$ cat config.mk
export PLATFORM = sky130hd
export DESIGN_NAME = thread_cap_balance_policy
export DESIGN_NICKNAME = d
export VERILOG_FILES = /design/src/sv/tcbp_pkg.sv /design/src/sv/tcbp_cmd_fifo.sv /design/src/sv/tcbp_front.sv /design/src/sv/tcbp_divider.sv /design/src/sv/tcbp_back.sv /design/src/sv/thread_cap_balance_policy.sv
export SDC_FILE = /design/constraint.sdc
export NUM_CORES = 2
export LEC_CHECK = 0
export BUFFER_PORTS_ARGS = -buffer_cell sky130_fd_sc_hd__buf_4
export CORE_MARGIN = 4
export CORE_UTILIZATION = 29
export CTS_CLUSTER_SIZE = 25
export DETAILED_ROUTE_END_ITERATION = 10
export GPL_TIMING_DRIVEN = 1
export PLACE_DENSITY = 0.51
export SLEW_MARGIN = 0
export SYNTH_ARGS = -nofsm -noshare
export SYNTH_HDL_FRONTEND = slang
export SYNTH_SLANG_ARGS = --single-unit
$ cat constraint.sdc
create_clock -name clk -period 24.4 [get_ports clk]
set_input_delay 4.88 -clock clk [delete_from_list [all_inputs] [get_ports clk]]
set_output_delay 4.88 -clock clk [all_outputs]
set_load 0.1 [all_outputs]
$ cat src/sv/tcbp_pkg.sv
// Shared types, constants and register map for the thread cap balancing policy.
// Used by every module of the block; depends on nothing else.
`timescale 1ns / 1ps

package tcbp_pkg;

  // Highest cap the policy may raise to, whatever max_threads says.
  localparam int MAX_THREAD_CAP = 256;

  // round(0.51 * 2^16), the margin numerator in Q0.16.
  localparam logic [15:0] MARGIN_Q16 = 16'd33423;

  // Configuration port geometry.
  localparam int CFG_AW = 5;
  localparam int CFG_DW = 32;

  // Register indexes (paddr[4:2]).
  localparam logic [2:0] REG_NUM_RANKS       = 3'd0;
  localparam logic [2:0] REG_MIN_THREADS     = 3'd1;
  localparam logic [2:0] REG_MAX_THREADS     = 3'd2;
  localparam logic [2:0] REG_INITIAL_THREADS = 3'd3;
  localparam logic [2:0] REG_WARMUP_TICKS    = 3'd4;

  // Register reset values.
  localparam logic [15:0] NUM_RANKS_RESET       = 16'd1;
  localparam logic [8:0]  MIN_THREADS_RESET     = 9'd1;
  localparam logic [8:0]  MAX_THREADS_RESET     = 9'd256;
  localparam logic [8:0]  INITIAL_THREADS_RESET = 9'd1;
  localparam logic [3:0]  WARMUP_TICKS_RESET    = 4'd10;

  // Command queue between the front and the back.
  localparam int CMD_DEPTH = 2;
  localparam int CMD_AW    = (CMD_DEPTH > 1) ? $clog2(CMD_DEPTH) : 1;
  localparam int CMD_CW    = $clog2(CMD_DEPTH + 1);

  // Shared divider geometry and per-division lengths.
  localparam int DIV_DW = 64;
  localparam int DIV_VW = 48;
  localparam int DIV_CW = 7;
  localparam logic [DIV_CW-1:0] LEN_TIME_SHARE   = 7'd64;
  localparam logic [DIV_CW-1:0] LEN_THREAD_SHARE = 7'd41;
  localparam logic [DIV_CW-1:0] LEN_MARGIN       = 7'd16;

  // Command kinds decided by the front.
  typedef logic [1:0] kind_t;
  localparam kind_t KIND_WARM   = 2'd0;
  localparam kind_t KIND_HOLD   = 2'd1;
  localparam kind_t KIND_ADJUST = 2'd2;

  // Action codes of a result.
  localparam logic [1:0] ACT_HELD   = 2'd0;
  localparam logic [1:0] ACT_RAISED = 2'd1;
  localparam logic [1:0] ACT_LOWERED = 2'd2;

  typedef struct packed {
    logic        profile_found;
    logic [31:0] accumulated_time;
    logic [23:0] thread_sum;
    logic [47:0] timer_sum;
  } in_item_t;

  typedef struct packed {
    logic [8:0]  active_threads;
    logic [31:0] period_time;
    logic        warming_up;
    logic [1:0]  action;
  } out_item_t;

  typedef struct packed {
    kind_t       kind;
    logic [31:0] period;
    logic [23:0] thread_sum;
    logic [47:0] timer_sum;
  } cmd_t;

  // Configuration values plus load strobes for the state they preset.
  typedef struct packed {
    logic [15:0] num_ranks;
    logic [8:0]  min_threads;
    logic [8:0]  max_threads;
    logic [8:0]  initial_threads;
    logic [3:0]  warmup_ticks;
    logic        load_cap;
    logic        load_warm;
  } cfg_t;

endpackage

$ cat src/sv/tcbp_cmd_fifo.sv
// Short command queue that decouples the classifying front from the back.
// Depends on tcbp_pkg for the command type and depth.
`timescale 1ns / 1ps

module tcbp_cmd_fifo (
  input  logic          clk,
  input  logic          rst_n,
  input  logic          push,
  input  tcbp_pkg::cmd_t push_data,
  output logic          full,
  input  logic          pop,
  output logic          valid,
  output tcbp_pkg::cmd_t pop_data
);

  tcbp_pkg::cmd_t mem_r [tcbp_pkg::CMD_DEPTH];

  logic [tcbp_pkg::CMD_AW-1:0] wr_ptr_r, wr_ptr_nxt;
  logic [tcbp_pkg::CMD_AW-1:0] rd_ptr_r, rd_ptr_nxt;
  logic [tcbp_pkg::CMD_CW-1:0] count_r, count_nxt;
  logic                        do_push, do_pop;

  localparam logic [tcbp_pkg::CMD_AW-1:0] LAST_PTR =
    tcbp_pkg::CMD_AW'(tcbp_pkg::CMD_DEPTH - 1);
  localparam logic [tcbp_pkg::CMD_CW-1:0] FULL_COUNT =
    tcbp_pkg::CMD_CW'(tcbp_pkg::CMD_DEPTH);

  assign full     = (count_r == FULL_COUNT);
  assign valid    = (count_r != '0);
  assign pop_data = mem_r[rd_ptr_r];
  assign do_push  = push && !full;
  assign do_pop   = pop && valid;

  // Pointer and fill count update.
  always_comb begin
    wr_ptr_nxt = wr_ptr_r;
    rd_ptr_nxt = rd_ptr_r;
    count_nxt  = count_r;
    if (do_push) begin
      wr_ptr_nxt = (wr_ptr_r == LAST_PTR) ? '0 : wr_ptr_r + 1'b1;
    end
    if (do_pop) begin
      rd_ptr_nxt = (rd_ptr_r == LAST_PTR) ? '0 : rd_ptr_r + 1'b1;
    end
    if (do_push && !do_pop) begin
      count_nxt = count_r + 1'b1;
    end else if (do_pop && !do_push) begin
      count_nxt = count_r - 1'b1;
    end
  end

  always_ff @(posedge clk) begin
    if (!rst_n) begin
      wr_ptr_r <= '0;
      rd_ptr_r <= '0;
      count_r  <= '0;
    end else begin
      wr_ptr_r <= wr_ptr_nxt;
      rd_ptr_r <= rd_ptr_nxt;
      count_r  <= count_nxt;
    end
  end

  // Entry storage needs no reset.
  always_ff @(posedge clk) begin
    if (do_push) begin
      mem_r[wr_ptr_r] <= push_data;
    end
  end

endmodule

$ cat src/sv/tcbp_front.sv
// Front of the policy: takes tick transactions, tracks the time samples and
// warm-up countdown, and classifies each tick. Depends on tcbp_pkg.
`timescale 1ns / 1ps

module tcbp_front (
  input  logic               clk,
  input  logic               rst_n,
  input  tcbp_pkg::cfg_t     cfg,
  input  logic               in_push,
  output logic               in_full,
  input  tcbp_pkg::in_item_t in_item,
  output logic               cmd_push,
  output tcbp_pkg::cmd_t     cmd_data,
  input  logic               cmd_full
);

  logic [31:0] prior_r, prior_nxt;
  logic [31:0] latest_r, latest_nxt;
  logic [3:0]  warm_left_r, warm_left_nxt;
  logic        accept;

  assign in_full  = cmd_full;
  assign accept   = in_push && !cmd_full;
  assign cmd_push = accept;

  // Sample shift, period time and classification of the tick.
  always_comb begin
    prior_nxt     = prior_r;
    latest_nxt    = latest_r;
    warm_left_nxt = warm_left_r;
    if (in_item.profile_found) begin
      prior_nxt  = latest_r;
      latest_nxt = in_item.accumulated_time;
    end

    cmd_data.period     = latest_nxt - prior_nxt;
    cmd_data.thread_sum = in_item.thread_sum;
    cmd_data.timer_sum  = in_item.timer_sum;
    if (warm_left_r != 4'd0) begin
      cmd_data.kind = tcbp_pkg::KIND_WARM;
      warm_left_nxt = warm_left_r - 4'd1;
    end else if (in_item.thread_sum != '0 && in_item.timer_sum != '0) begin
      cmd_data.kind = tcbp_pkg::KIND_ADJUST;
    end else begin
      cmd_data.kind = tcbp_pkg::KIND_HOLD;
    end

    if (!accept) begin
      prior_nxt     = prior_r;
      latest_nxt    = latest_r;
      warm_left_nxt = warm_left_r;
    end
    // A warm-up register write reloads the countdown; user keeps block idle (unchecked).
    if (cfg.load_warm) begin
      warm_left_nxt = cfg.warmup_ticks;
    end
  end

  always_ff @(posedge clk) begin
    if (!rst_n) begin
      prior_r     <= '0;
      latest_r    <= '0;
      warm_left_r <= tcbp_pkg::WARMUP_TICKS_RESET;
    end else begin
      prior_r     <= prior_nxt;
      latest_r    <= latest_nxt;
      warm_left_r <= warm_left_nxt;
    end
  end

endmodule

$ cat src/sv/tcbp_divider.sv
// Shared restoring divider, one quotient bit per cycle.
// The dividend comes left aligned; len bits are developed. Depends on tcbp_pkg.
`timescale 1ns / 1ps

module tcbp_divider (
  input  logic                          clk,
  input  logic                          rst_n,
  input  logic                          start,
  input  logic [tcbp_pkg::DIV_DW-1:0]   dividend,
  input  logic [tcbp_pkg::DIV_VW-1:0]   divisor,
  input  logic [tcbp_pkg::DIV_CW-1:0]   len,
  output logic                          done,
  output logic [tcbp_pkg::DIV_DW-1:0]   quotient
);

  logic                        busy_r, busy_nxt;
  logic                        done_r, done_nxt;
  logic [tcbp_pkg::DIV_CW-1:0] cnt_r, cnt_nxt;
  logic [tcbp_pkg::DIV_VW-1:0] rem_r, rem_nxt;
  logic [tcbp_pkg::DIV_VW-1:0] dvs_r, dvs_nxt;
  logic [tcbp_pkg::DIV_DW-1:0] quo_r, quo_nxt;
  logic [tcbp_pkg::DIV_VW:0]   trial, diff;

  assign done     = done_r;
  assign quotient = quo_r;

  // One trial subtraction per cycle.
  always_comb begin
    trial    = {rem_r, quo_r[tcbp_pkg::DIV_DW-1]};
    diff     = trial - {1'b0, dvs_r};
    busy_nxt = busy_r;
    done_nxt = 1'b0;
    cnt_nxt  = cnt_r;
    rem_nxt  = rem_r;
    dvs_nxt  = dvs_r;
    quo_nxt  = quo_r;
    if (start) begin
      busy_nxt = 1'b1;
      cnt_nxt  = len;
      rem_nxt  = '0;
      dvs_nxt  = divisor;
      quo_nxt  = dividend;
    end else if (busy_r) begin
      if (!diff[tcbp_pkg::DIV_VW]) begin
        rem_nxt = diff[tcbp_pkg::DIV_VW-1:0];
        quo_nxt = {quo_r[tcbp_pkg::DIV_DW-2:0], 1'b1};
      end else begin
        rem_nxt = trial[tcbp_pkg::DIV_VW-1:0];
        quo_nxt = {quo_r[tcbp_pkg::DIV_DW-2:0], 1'b0};
      end
      cnt_nxt = cnt_r - 1'b1;
      if (cnt_r == tcbp_pkg::DIV_CW'(1)) begin
        busy_nxt = 1'b0;
        done_nxt = 1'b1;
      end
    end
  end

  always_ff @(posedge clk) begin
    if (!rst_n) begin
      busy_r <= 1'b0;
      done_r <= 1'b0;
      cnt_r  <= '0;
    end else begin
      busy_r <= busy_nxt;
      done_r <= done_nxt;
      cnt_r  <= cnt_nxt;
    end
  end

  always_ff @(posedge clk) begin
    rem_r <= rem_nxt;
    dvs_r <= dvs_nxt;
    quo_r <= quo_nxt;
  end

endmodule

$ cat src/sv/tcbp_back.sv
// Back of the policy: runs each command, computes the Q48.16 time share, the
// Q25.16 thread share and the margin on the shared divider, and steps the
// thread cap. Depends on tcbp_pkg and tcbp_divider.
`timescale 1ns / 1ps

module tcbp_back (
  input  logic                clk,
  input  logic                rst_n,
  input  tcbp_pkg::cfg_t      cfg,
  input  logic                cmd_valid,
  input  tcbp_pkg::cmd_t      cmd,
  output logic                cmd_pop,
  input  logic                out_pop,
  output logic                out_empty,
  output tcbp_pkg::out_item_t out_item
);

  localparam logic [3:0] S_IDLE    = 4'd0;
  localparam logic [3:0] S_MUL     = 4'd1;
  localparam logic [3:0] S_TS_GO   = 4'd2;
  localparam logic [3:0] S_TS_WAIT = 4'd3;
  localparam logic [3:0] S_HS_GO   = 4'd4;
  localparam logic [3:0] S_HS_WAIT = 4'd5;
  localparam logic [3:0] S_M_GO    = 4'd6;
  localparam logic [3:0] S_M_WAIT  = 4'd7;
  localparam logic [3:0] S_DECIDE  = 4'd8;

  logic [3:0]          state_r, state_nxt;
  logic [8:0]          cap_r, cap_nxt;
  tcbp_pkg::cmd_t      cmd_r, cmd_nxt;
  logic [47:0]         prod_t_r, prod_t_nxt;
  logic [24:0]         prod_h_r, prod_h_nxt;
  logic [63:0]         ts_r, ts_nxt;
  logic [40:0]         hs_r, hs_nxt;
  logic [15:0]         m_r, m_nxt;
  logic                out_valid_r, out_valid_nxt;
  tcbp_pkg::out_item_t out_item_r, out_item_nxt;

  logic                          div_start;
  logic [tcbp_pkg::DIV_DW-1:0]   div_dividend;
  logic [tcbp_pkg::DIV_VW-1:0]   div_divisor;
  logic [tcbp_pkg::DIV_CW-1:0]   div_len;
  logic                          div_done;
  logic [tcbp_pkg::DIV_DW-1:0]   div_quo;

  logic        out_free;
  logic [63:0] hs_plus_m, ts_plus_m;
  logic        can_raise, can_lower, want_raise, want_lower;
  logic [8:0]  margin_div;

  assign out_empty = !out_valid_r;
  assign out_item  = out_item_r;
  assign out_free  = !out_valid_r || out_pop;

  tcbp_divider u_div (
    .clk      (clk),
    .rst_n    (rst_n),
    .start    (div_start),
    .dividend (div_dividend),
    .divisor  (div_divisor),
    .len      (div_len),
    .done     (div_done),
    .quotient (div_quo)
  );

  // Share comparison with margin, and limit checks on the cap.
  always_comb begin
    hs_plus_m  = {23'b0, hs_r} + {48'b0, m_r};
    ts_plus_m  = ts_r + {48'b0, m_r};
    can_raise  = (cap_r < cfg.max_threads) && (int'(cap_r) < tcbp_pkg::MAX_THREAD_CAP);
    can_lower  = (cap_r > cfg.min_threads);
    want_raise = (ts_r > hs_plus_m) && can_raise;
    want_lower = !want_raise && (ts_plus_m < {23'b0, hs_r}) && can_lower;
    margin_div = (cap_r == 9'd0) ? 9'd1 : cap_r;
  end

  // Command sequencer.
  always_comb begin
    state_nxt     = state_r;
    cap_nxt       = cap_r;
    cmd_nxt       = cmd_r;
    prod_t_nxt    = prod_t_r;
    prod_h_nxt    = prod_h_r;
    ts_nxt        = ts_r;
    hs_nxt        = hs_r;
    m_nxt         = m_r;
    out_valid_nxt = out_valid_r && !out_pop;
    out_item_nxt  = out_item_r;
    cmd_pop       = 1'b0;
    div_start     = 1'b0;
    div_dividend  = '0;
    div_divisor   = '0;
    div_len       = '0;

    case (state_r)
      S_IDLE: begin
        if (cmd_valid) begin
          if (cmd.kind == tcbp_pkg::KIND_ADJUST) begin
            cmd_pop   = 1'b1;
            cmd_nxt   = cmd;
            state_nxt = S_MUL;
          end else if (out_free) begin
            // Warm-up and zero-sum ticks report the cap as it stands.
            cmd_pop                     = 1'b1;
            out_valid_nxt               = 1'b1;
            out_item_nxt.active_threads = cap_r;
            out_item_nxt.period_time    = cmd.period;
            out_item_nxt.warming_up     = (cmd.kind == tcbp_pkg::KIND_WARM);
            out_item_nxt.action         = tcbp_pkg::ACT_HELD;
          end
        end
      end
      S_MUL: begin
        prod_t_nxt = cmd_r.period * cfg.num_ranks;
        prod_h_nxt = cap_r * cfg.num_ranks;
        state_nxt  = S_TS_GO;
      end
      S_TS_GO: begin
        div_start    = 1'b1;
        div_dividend = {prod_t_r, 16'b0};
        div_divisor  = cmd_r.timer_sum;
        div_len      = tcbp_pkg::LEN_TIME_SHARE;
        state_nxt    = S_TS_WAIT;
      end
      S_TS_WAIT: begin
        if (div_done) begin
          ts_nxt    = div_quo;
          state_nxt = S_HS_GO;
        end
      end
      S_HS_GO: begin
        div_start    = 1'b1;
        div_dividend = {prod_h_r, 16'b0, 23'b0};
        div_divisor  = {24'b0, cmd_r.thread_sum};
        div_len      = tcbp_pkg::LEN_THREAD_SHARE;
        state_nxt    = S_HS_WAIT;
      end
      S_HS_WAIT: begin
        if (div_done) begin
          hs_nxt    = div_quo[40:0];
          state_nxt = S_M_GO;
        end
      end
      S_M_GO: begin
        div_start    = 1'b1;
        div_dividend = {tcbp_pkg::MARGIN_Q16, 48'b0};
        div_divisor  = {39'b0, margin_div};
        div_len      = tcbp_pkg::LEN_MARGIN;
        state_nxt    = S_M_WAIT;
      end
      S_M_WAIT: begin
        if (div_done) begin
          m_nxt     = div_quo[15:0];
          state_nxt = S_DECIDE;
        end
      end
      S_DECIDE: begin
        if (out_free) begin
          out_valid_nxt            = 1'b1;
          out_item_nxt.period_time = cmd_r.period;
          out_item_nxt.warming_up  = 1'b0;
          if (want_raise) begin
            cap_nxt             = cap_r + 9'd1;
            out_item_nxt.action = tcbp_pkg::ACT_RAISED;
          end else if (want_lower) begin
            cap_nxt             = cap_r - 9'd1;
            out_item_nxt.action = tcbp_pkg::ACT_LOWERED;
          end else begin
            out_item_nxt.action = tcbp_pkg::ACT_HELD;
          end
          out_item_nxt.active_threads = cap_nxt;
          state_nxt                   = S_IDLE;
        end
      end
      default: begin
        state_nxt = S_IDLE;
      end
    endcase

    // Writing initial_threads presets the cap; user keeps block idle (unchecked).
    if (cfg.load_cap) begin
      cap_nxt = cfg.initial_threads;
    end
  end

  always_ff @(posedge clk) begin
    if (!rst_n) begin
      state_r     <= S_IDLE;
      cap_r       <= tcbp_pkg::INITIAL_THREADS_RESET;
      out_valid_r <= 1'b0;
    end else begin
      state_r     <= state_nxt;
      cap_r       <= cap_nxt;
      out_valid_r <= out_valid_nxt;
    end
  end

  // Datapath registers need no reset.
  always_ff @(posedge clk) begin
    cmd_r      <= cmd_nxt;
    prod_t_r   <= prod_t_nxt;
    prod_h_r   <= prod_h_nxt;
    ts_r       <= ts_nxt;
    hs_r       <= hs_nxt;
    m_r        <= m_nxt;
    out_item_r <= out_item_nxt;
  end

endmodule

$ cat src/sv/thread_cap_balance_policy.sv
// Top level of the thread cap balancing policy: configuration registers and
// the front, command queue and back. Depends on tcbp_pkg and all tcbp modules.
//
//   Channel   Handshake                      Payload
//   input     push / full (accept on ~full)  in_item  (tcbp_pkg::in_item_t)
//   result    empty / pop (accept on ~empty) out_item (tcbp_pkg::out_item_t)
//   config    psel, penable, pwrite, pready  paddr[4:2] index, pwdata, prdata
//
// A warm-up or zero-sum tick reaches the result ports via the command queue and output
// register. An adjusting tick runs the back's multiply state, then a setup and a wait
// state per time share, thread share and margin division on the one shared divider.
// The front keeps taking ticks while the two-entry command queue has room.
// Synchronous active-low reset clears control state and loads register resets.
// A result in the output register stalls the back, and the front once the queue fills.
`timescale 1ns / 1ps

module thread_cap_balance_policy (
  input  logic                          clk,
  input  logic                          rst_n,
  input  logic                          psel,
  input  logic                          penable,
  input  logic                          pwrite,
  input  logic [tcbp_pkg::CFG_AW-1:0]   paddr,
  input  logic [tcbp_pkg::CFG_DW-1:0]   pwdata,
  output logic [tcbp_pkg::CFG_DW-1:0]   prdata,
  output logic                          pready,
  input  logic                          push,
  output logic                          full,
  input  tcbp_pkg::in_item_t            in_item,
  output logic                          empty,
  input  logic                          pop,
  output tcbp_pkg::out_item_t           out_item
);

  logic [15:0] num_ranks_r, num_ranks_nxt;
  logic [8:0]  min_threads_r, min_threads_nxt;
  logic [8:0]  max_threads_r, max_threads_nxt;
  logic [8:0]  initial_threads_r, initial_threads_nxt;
  logic [3:0]  warmup_ticks_r, warmup_ticks_nxt;

  logic           cfg_wr;
  logic [2:0]     cfg_idx;
  tcbp_pkg::cfg_t cfg;

  logic           cmd_push, cmd_full, cmd_pop, cmd_valid;
  tcbp_pkg::cmd_t cmd_in, cmd_out;

  assign pready  = 1'b1;
  assign cfg_wr  = psel && penable && pwrite;
  assign cfg_idx = paddr[4:2];

  // Register write decode.
  always_comb begin
    num_ranks_nxt       = num_ranks_r;
    min_threads_nxt     = min_threads_r;
    max_threads_nxt     = max_threads_r;
    initial_threads_nxt = initial_threads_r;
    warmup_ticks_nxt    = warmup_ticks_r;
    cfg.load_cap        = 1'b0;
    cfg.load_warm       = 1'b0;
    if (cfg_wr) begin
      case (cfg_idx)
        tcbp_pkg::REG_NUM_RANKS:   num_ranks_nxt   = pwdata[15:0];
        tcbp_pkg::REG_MIN_THREADS: min_threads_nxt = pwdata[8:0];
        tcbp_pkg::REG_MAX_THREADS: max_threads_nxt = pwdata[8:0];
        tcbp_pkg::REG_INITIAL_THREADS: begin
          initial_threads_nxt = pwdata[8:0];
          cfg.load_cap        = 1'b1;
        end
        tcbp_pkg::REG_WARMUP_TICKS: begin
          warmup_ticks_nxt = pwdata[3:0];
          cfg.load_warm    = 1'b1;
        end
        default: begin
        end
      endcase
    end
    // Load strobes carry the freshly written values.
    cfg.num_ranks       = num_ranks_r;
    cfg.min_threads     = min_threads_r;
    cfg.max_threads     = max_threads_r;
    cfg.initial_threads = initial_threads_nxt;
    cfg.warmup_ticks    = warmup_ticks_nxt;
  end

  // Register read mux.
  always_comb begin
    case (cfg_idx)
      tcbp_pkg::REG_NUM_RANKS:       prdata = {16'b0, num_ranks_r};
      tcbp_pkg::REG_MIN_THREADS:     prdata = {23'b0, min_threads_r};
      tcbp_pkg::REG_MAX_THREADS:     prdata = {23'b0, max_threads_r};
      tcbp_pkg::REG_INITIAL_THREADS: prdata = {23'b0, initial_threads_r};
      tcbp_pkg::REG_WARMUP_TICKS:    prdata = {28'b0, warmup_ticks_r};
      default:                       prdata = '0;
    endcase
  end

  always_ff @(posedge clk) begin
    if (!rst_n) begin
      num_ranks_r       <= tcbp_pkg::NUM_RANKS_RESET;
      min_threads_r     <= tcbp_pkg::MIN_THREADS_RESET;
      max_threads_r     <= tcbp_pkg::MAX_THREADS_RESET;
      initial_threads_r <= tcbp_pkg::INITIAL_THREADS_RESET;
      warmup_ticks_r    <= tcbp_pkg::WARMUP_TICKS_RESET;
    end else begin
      num_ranks_r       <= num_ranks_nxt;
      min_threads_r     <= min_threads_nxt;
      max_threads_r     <= max_threads_nxt;
      initial_threads_r <= initial_threads_nxt;
      warmup_ticks_r    <= warmup_ticks_nxt;
    end
  end

  tcbp_front u_front (
    .clk      (clk),
    .rst_n    (rst_n),
    .cfg      (cfg),
    .in_push  (push),
    .in_full  (full),
    .in_item  (in_item),
    .cmd_push (cmd_push),
    .cmd_data (cmd_in),
    .cmd_full (cmd_full)
  );

  tcbp_cmd_fifo u_cmd_fifo (
    .clk       (clk),
    .rst_n     (rst_n),
    .push      (cmd_push),
    .push_data (cmd_in),
    .full      (cmd_full),
    .pop       (cmd_pop),
    .valid     (cmd_valid),
    .pop_data  (cmd_out)
  );

  tcbp_back u_back (
    .clk       (clk),
    .rst_n     (rst_n),
    .cfg       (cfg),
    .cmd_valid (cmd_valid),
    .cmd       (cmd_out),
    .cmd_pop   (cmd_pop),
    .out_pop   (pop),
    .out_empty (empty),
    .out_item  (out_item)
  );

endmodule

# After elaboration in Yosys (flattened, before gate mapping)
# Memory sizes are Yosys's and may differ from the RTL's. A register that Yosys moved wholly into a read port is not among the register bits.
# Index checks and enable logic that the tools add are counted.
dict set report op_classes {
  addsub 12
  multipliers 2
  order_cmp 5
  eq_ne 23
  mux 65
  bitwise_logic 2
  reduce_logical 48
}
# operator count
set ops {}
lappend ops {{$pmux 64 s3} 1}
lappend ops {{$mux 44} 4}
lappend ops {{$pmux 48 s3} 1}
lappend ops {{$mux 64} 2}
lappend ops {{$pmux 44 s2} 1}
lappend ops {{$pmux 16 s5} 1}
lappend ops {{$mux 9} 8}
lappend ops {{$add 64x16->64} 1}
lappend ops {{$gt 64x64->1} 1}
lappend ops {{$lt 64x41->1} 1}
lappend ops {{$mux 32} 2}
lappend ops {{$sub 49x48->49} 1}
lappend ops {{$mul 32x16->48} 1}
lappend ops {{$mux 48} 1}
lappend ops {{$reduce_bool 48->1} 1}
lappend ops {{$mux 4} 11}
lappend ops {{$add 41x16->42} 1}
lappend ops {{$pmux 4 s9} 1}
lappend ops {{$sub 32x32->32} 1}
lappend ops {{$mul 9x16->25} 1}
lappend ops {{$reduce_bool 24->1} 1}
lappend ops {{$mux 1} 21}
lappend ops {{$pmux 7 s3} 1}
lappend ops {{$eq 4x3->1 const B} 4}
lappend ops {{other kinds (38)} 88}
dict set report word_totals {
  ff_bits 644
  ram_bits 212
  inputBits 149
  output_inout_bits 79
  elab_cells 190
  memories 1
}
# memory depth width rd rd_ports_with_merged_regs wr line_no
set memory_table {}
lappend memory_table {u_cmd_fifo.mem_r 2 106 1 1 1 tcbp_cmd_fifo.sv:16} ;# tcbp_pkg::cmd_t mem_r [tcbp_pkg::CMD_DEPTH];

# Depth between registers and ports, before layout
dict set report logic_depth {
  depth_word 11
  mapped_depth 30
  mapped_depth_nobuf 28
}

# Modules after synthesis
# From an unflattened synthesis, not the netlist that was laid out.
dict set report unflattened {
  cells_unflattened 6089
  area_unflattened_um2 64304.2
}
# module instances cells_per_inst area_each_um2 seq_area_each_um2
set by_module_without_submodules {}
lappend by_module_without_submodules {tcbp_back 1 3871 38441.9 10550.1}
lappend by_module_without_submodules {tcbp_divider 1 948 9552.9 4504.3}
lappend by_module_without_submodules {tcbp_cmd_fifo 1 355 8044.0 6466.2}
lappend by_module_without_submodules {tcbp_front 1 659 5718.0 1361.3}
lappend by_module_without_submodules {thread_cap_balance_policy 1 256 2547.4 940.9}

# Least setup slack after synthesis
# OpenSTA, ideal clock, no wires.
dict set report synth_timing {
  path_type {input-to-output}
  from {input port paddr[3] (netlist name)}
  to {output port prdata[0] (netlist name)}
  arrival_time_ns 7.455
  required_ns 19.520
  slack_ns 12.065
  path_stages 6
  path_cell_list {clkbuf_1 > clkbuf_1 > mux2i_1 > nor2_1 > a21oi_1 > o22ai_1}
}
dict set report synth_between {
  elab_chain_cells 2
  word_cells_on_any_way 6
  cone_classes {4 x eq/ne; 1 x mux; 1 x reduce/logical}
}
# item line_no
set synth_lines {}
lappend synth_lines {{start, declared} thread_cap_balance_policy.sv:23} ;# input logic [tcbp_pkg::CFG_AW-1:0] paddr,
lappend synth_lines {{$eq 3x3->1 (tied with other cells)} thread_cap_balance_policy.sv:88} ;# case (cfg_idx)
lappend synth_lines {{$pmux 16 s5 (*)} thread_cap_balance_policy.sv:88}
lappend synth_lines {{end, declared} thread_cap_balance_policy.sv:25} ;# output logic [tcbp_pkg::CFG_DW-1:0] prdata,
# Mark *: on every way between the ends. The rest lies on a longest branch, timed or not.

# Worst setup path in the final report
dict set report layout_timing {
  from {input port paddr[3] (netlist name)}
  to {output port prdata[15] (netlist name)}
}
# The elaborated chain is that of the path after synthesis.

==> flow_metrics.tcl <==
set metrics [dict create \
    place_congestion 0.857 \
    dp_slack_ns 12.86 \
    min_path_type "reg2reg" \
    mostFrequentLayoutCells "nand2_1, inv_1, edfxtp_1, fa_1, ha_1" \
    slew_headroom 0.275 \
    hold_viol_final 0 \
    cp.arrival_ns 6.50 \
    ir_drop_mv 0.104 \
    required_ns 19.52 \
    seq_area_frac_synth 0.382 \
    routed_wl_um 169000 \
    internal-power_mw 3.55 \
    fin_area_um2 70500 \
    post_cts_buffers 0 \
    crit_path_cell_trace "buf_4 > nor3_1 > and2_1 > buf_4" \
    rows 169 \
    cts.hold.buffers_added 0 \
    vias_per_cell 4.83 \
    antenna_left 0 \
    finClkSkew_ns 0.0597 \
    vias 42981 \
    layout-drive-gt1-share 0.111 \
    stdcell_count 8902 \
    multi_input_area_um2 34800 \
    worst-path-max-fanout 20 \
    final_common_cell "nand2_1" \
    min_period_ns 11.38 \
    slowest_stage "nor3_1" \
    cp-start-kind "primary input" \
    power.density_nw_per_um2 77.7 \
    p_comb_frac 0.316 \
    drc 0 \
    finalMaxSlewViolations 0 \
    endpoint_kind "output pin" \
    rsz0062_at_grt "no" \
    r2r_slack_ns 16.19 \
    dp.cells 8711 \
    avgSynthCellArea_um2 10.6 \
    dieArea_um2 223000 \
    setup-tns-final_ns 0 \
    synth-main-ff-cell "edfxtp_1" \
    drt_iter0_drc 2650 \
    fin_util 0.331 \
    syn_inst 5885 \
    grt_max_degree 85 \
    ys_ff_latch 857 \
    hold_slack_ns 0.447 \
    p_sw_mw 1.93 \
    p_leak_nw 29.6 \
    swShare 0.353 \
    cts_tree "built" \
    grt_pass1_vias 44855 \
    syn_area_um2 62400 \
    regArea_um2 23800 \
    placed_area_um2 67000 \
    grt_remaining_overflow 0 \
    layout.nets 7043 \
    root_buffer "clkbuf_16" \
    grt_antenna_before_repair 12 \
    drv_cap 0 \
    io_buffers 192 \
    path_clk_slew_ns 0.06 \
    p_clk_frac 0.290 \
    tightest_slew_ns 1.08 \
    htree_levels 3 \
    synth.distinct_cells 101 \
    grt_usage 0.151 \
    clock_path_buffers 3 \
    initial_core_util 0.293 \
    core_area_um2 213000 \
    ios 228 \
    critPathKind "in2out" \
    seq_power_share 0.394 \
    cts.sinks 857 \
    insertion_delay_ns 0.73 \
    fin_crit_sh 0.466 \
    wl_per_cell_um 19.0 \
    syn_to_final_growth_pct 13.0 \
    synth_edf_count 666 \
    die_w_um 472 \
    synth_warnings 0 \
    cts_buffers 99 \
    fin_ws_ns 13.02 \
    power.total_mw 5.48 \
    first_pass_iters 7 \
    grt_first_pass_wirelength_um 264000 \
    dpl.hpwl_um 125000 \
    synthArstFlopShare 0 \
    path_common_cell "buf_4" \
    n_fill_cell 21435 \
    status "finished clean" \
    die_h_um 472 \
    cts_resized 0 \
    fmax_mhz 87.9 \
    max_stage_delay_ns 0.65 \
    setup_viol 0 \
]
-- layout make-up --
type                       count  share of cell area
timing repair buffer         274              0.0292
multi-input combinational   4035               0.494
sequential                   857               0.338
antenna                        8            0.000284
inverter                     724              0.0386
clock inverter                54              0.0122
clock buffer                 129              0.0375
tap                         2821              0.0501
-- power groups by stage --
stage	clock, mW	combinational, mW	sequential (mW)
2_1_floorplan	0	1.10	2.32
3_3_place_gp	0	1.73	2.19
3_5_place_dp	0	1.74	2.19
4_1_cts	1.63	1.75	2.17
5_1_grt	1.69	1.91	2.19
6_report	1.59	1.73	2.16
-- cells by family after synthesis --
group           count (synthesis)  share of synthesized area
simple gates                 1738                      0.137
buf+inv                      1008                     0.0622
compound gates                905                     0.0993
fa+ha+maj                     903                      0.244
flops                         857                      0.382
mux                           246                     0.0438
xor+xnor                      226                     0.0320
other cells                     2                   0.000120
-- layer usage --
layer  wire length, um  part of all wire  track usage  vias up
met3              5610             0.033       0.0189      232
met4              4530             0.027       0.0435        0
met1             75700              0.45        0.195    21773
li1                  -                 -            -    20182
met2             83100              0.49        0.264      794
met5                 0                 0            0        -
-- state kept, by name, indices dropped and copies added (netlist names), 25 cells and up, named ones only --
name and count:
u_back.ts_r 64, u_front.prior_r 32, u_back.hs_r 41, u_back.cmd_r 104, u_cmd_fifo.mem_r 212, u_back.prod_h_r 25, u_back.out_item 44, u_back.u_div.dvs_r 48
u_back.prod_t_r 48, u_back.u_div.rem_r 48, u_back.u_div.quotient 64, u_front.latest_r 32
-- cell usage after synthesis (66+ instances only) --
cell type	instances	area (um2)
and2_1	331	2070
dfxtp_1	191	3820
xnor2_1	163	1430
nor2_1	193	724
ha_1	382	4780
a21o_1	84	631
nand3_1	83	415
inv_1	722	2710
edfxtp_1	666	20000
mux2_2	167	1880
o21ai_0	162	811
mux2i_1	74	741
clkbuf_1	234	878
fa_1	521	10400
a21oi_1	234	1170
nand2_1	746	2800
a21boi_0	66	495
-- worst max-delay path, delay by kind of cell --
kind	cells	cell delay (ns)
buffers and inverters	2	0.57
AND/OR/NAND/NOR	2	1.01
-- final timing paths --
check	to	cells past startpoint	from
setup / recovery	prdata[15]	4	paddr[3]
hold / removal	u_back.ts_r[48]	0	u_back.u_div.quotient[48]
setup reg to reg	u_back.prod_t_r[47]	24	num_ranks_r[3]
hold reg to reg	u_back.ts_r[48]	0	u_back.u_div.quotient[48]
Note: power is estimated with default switching activity, not from simulation.
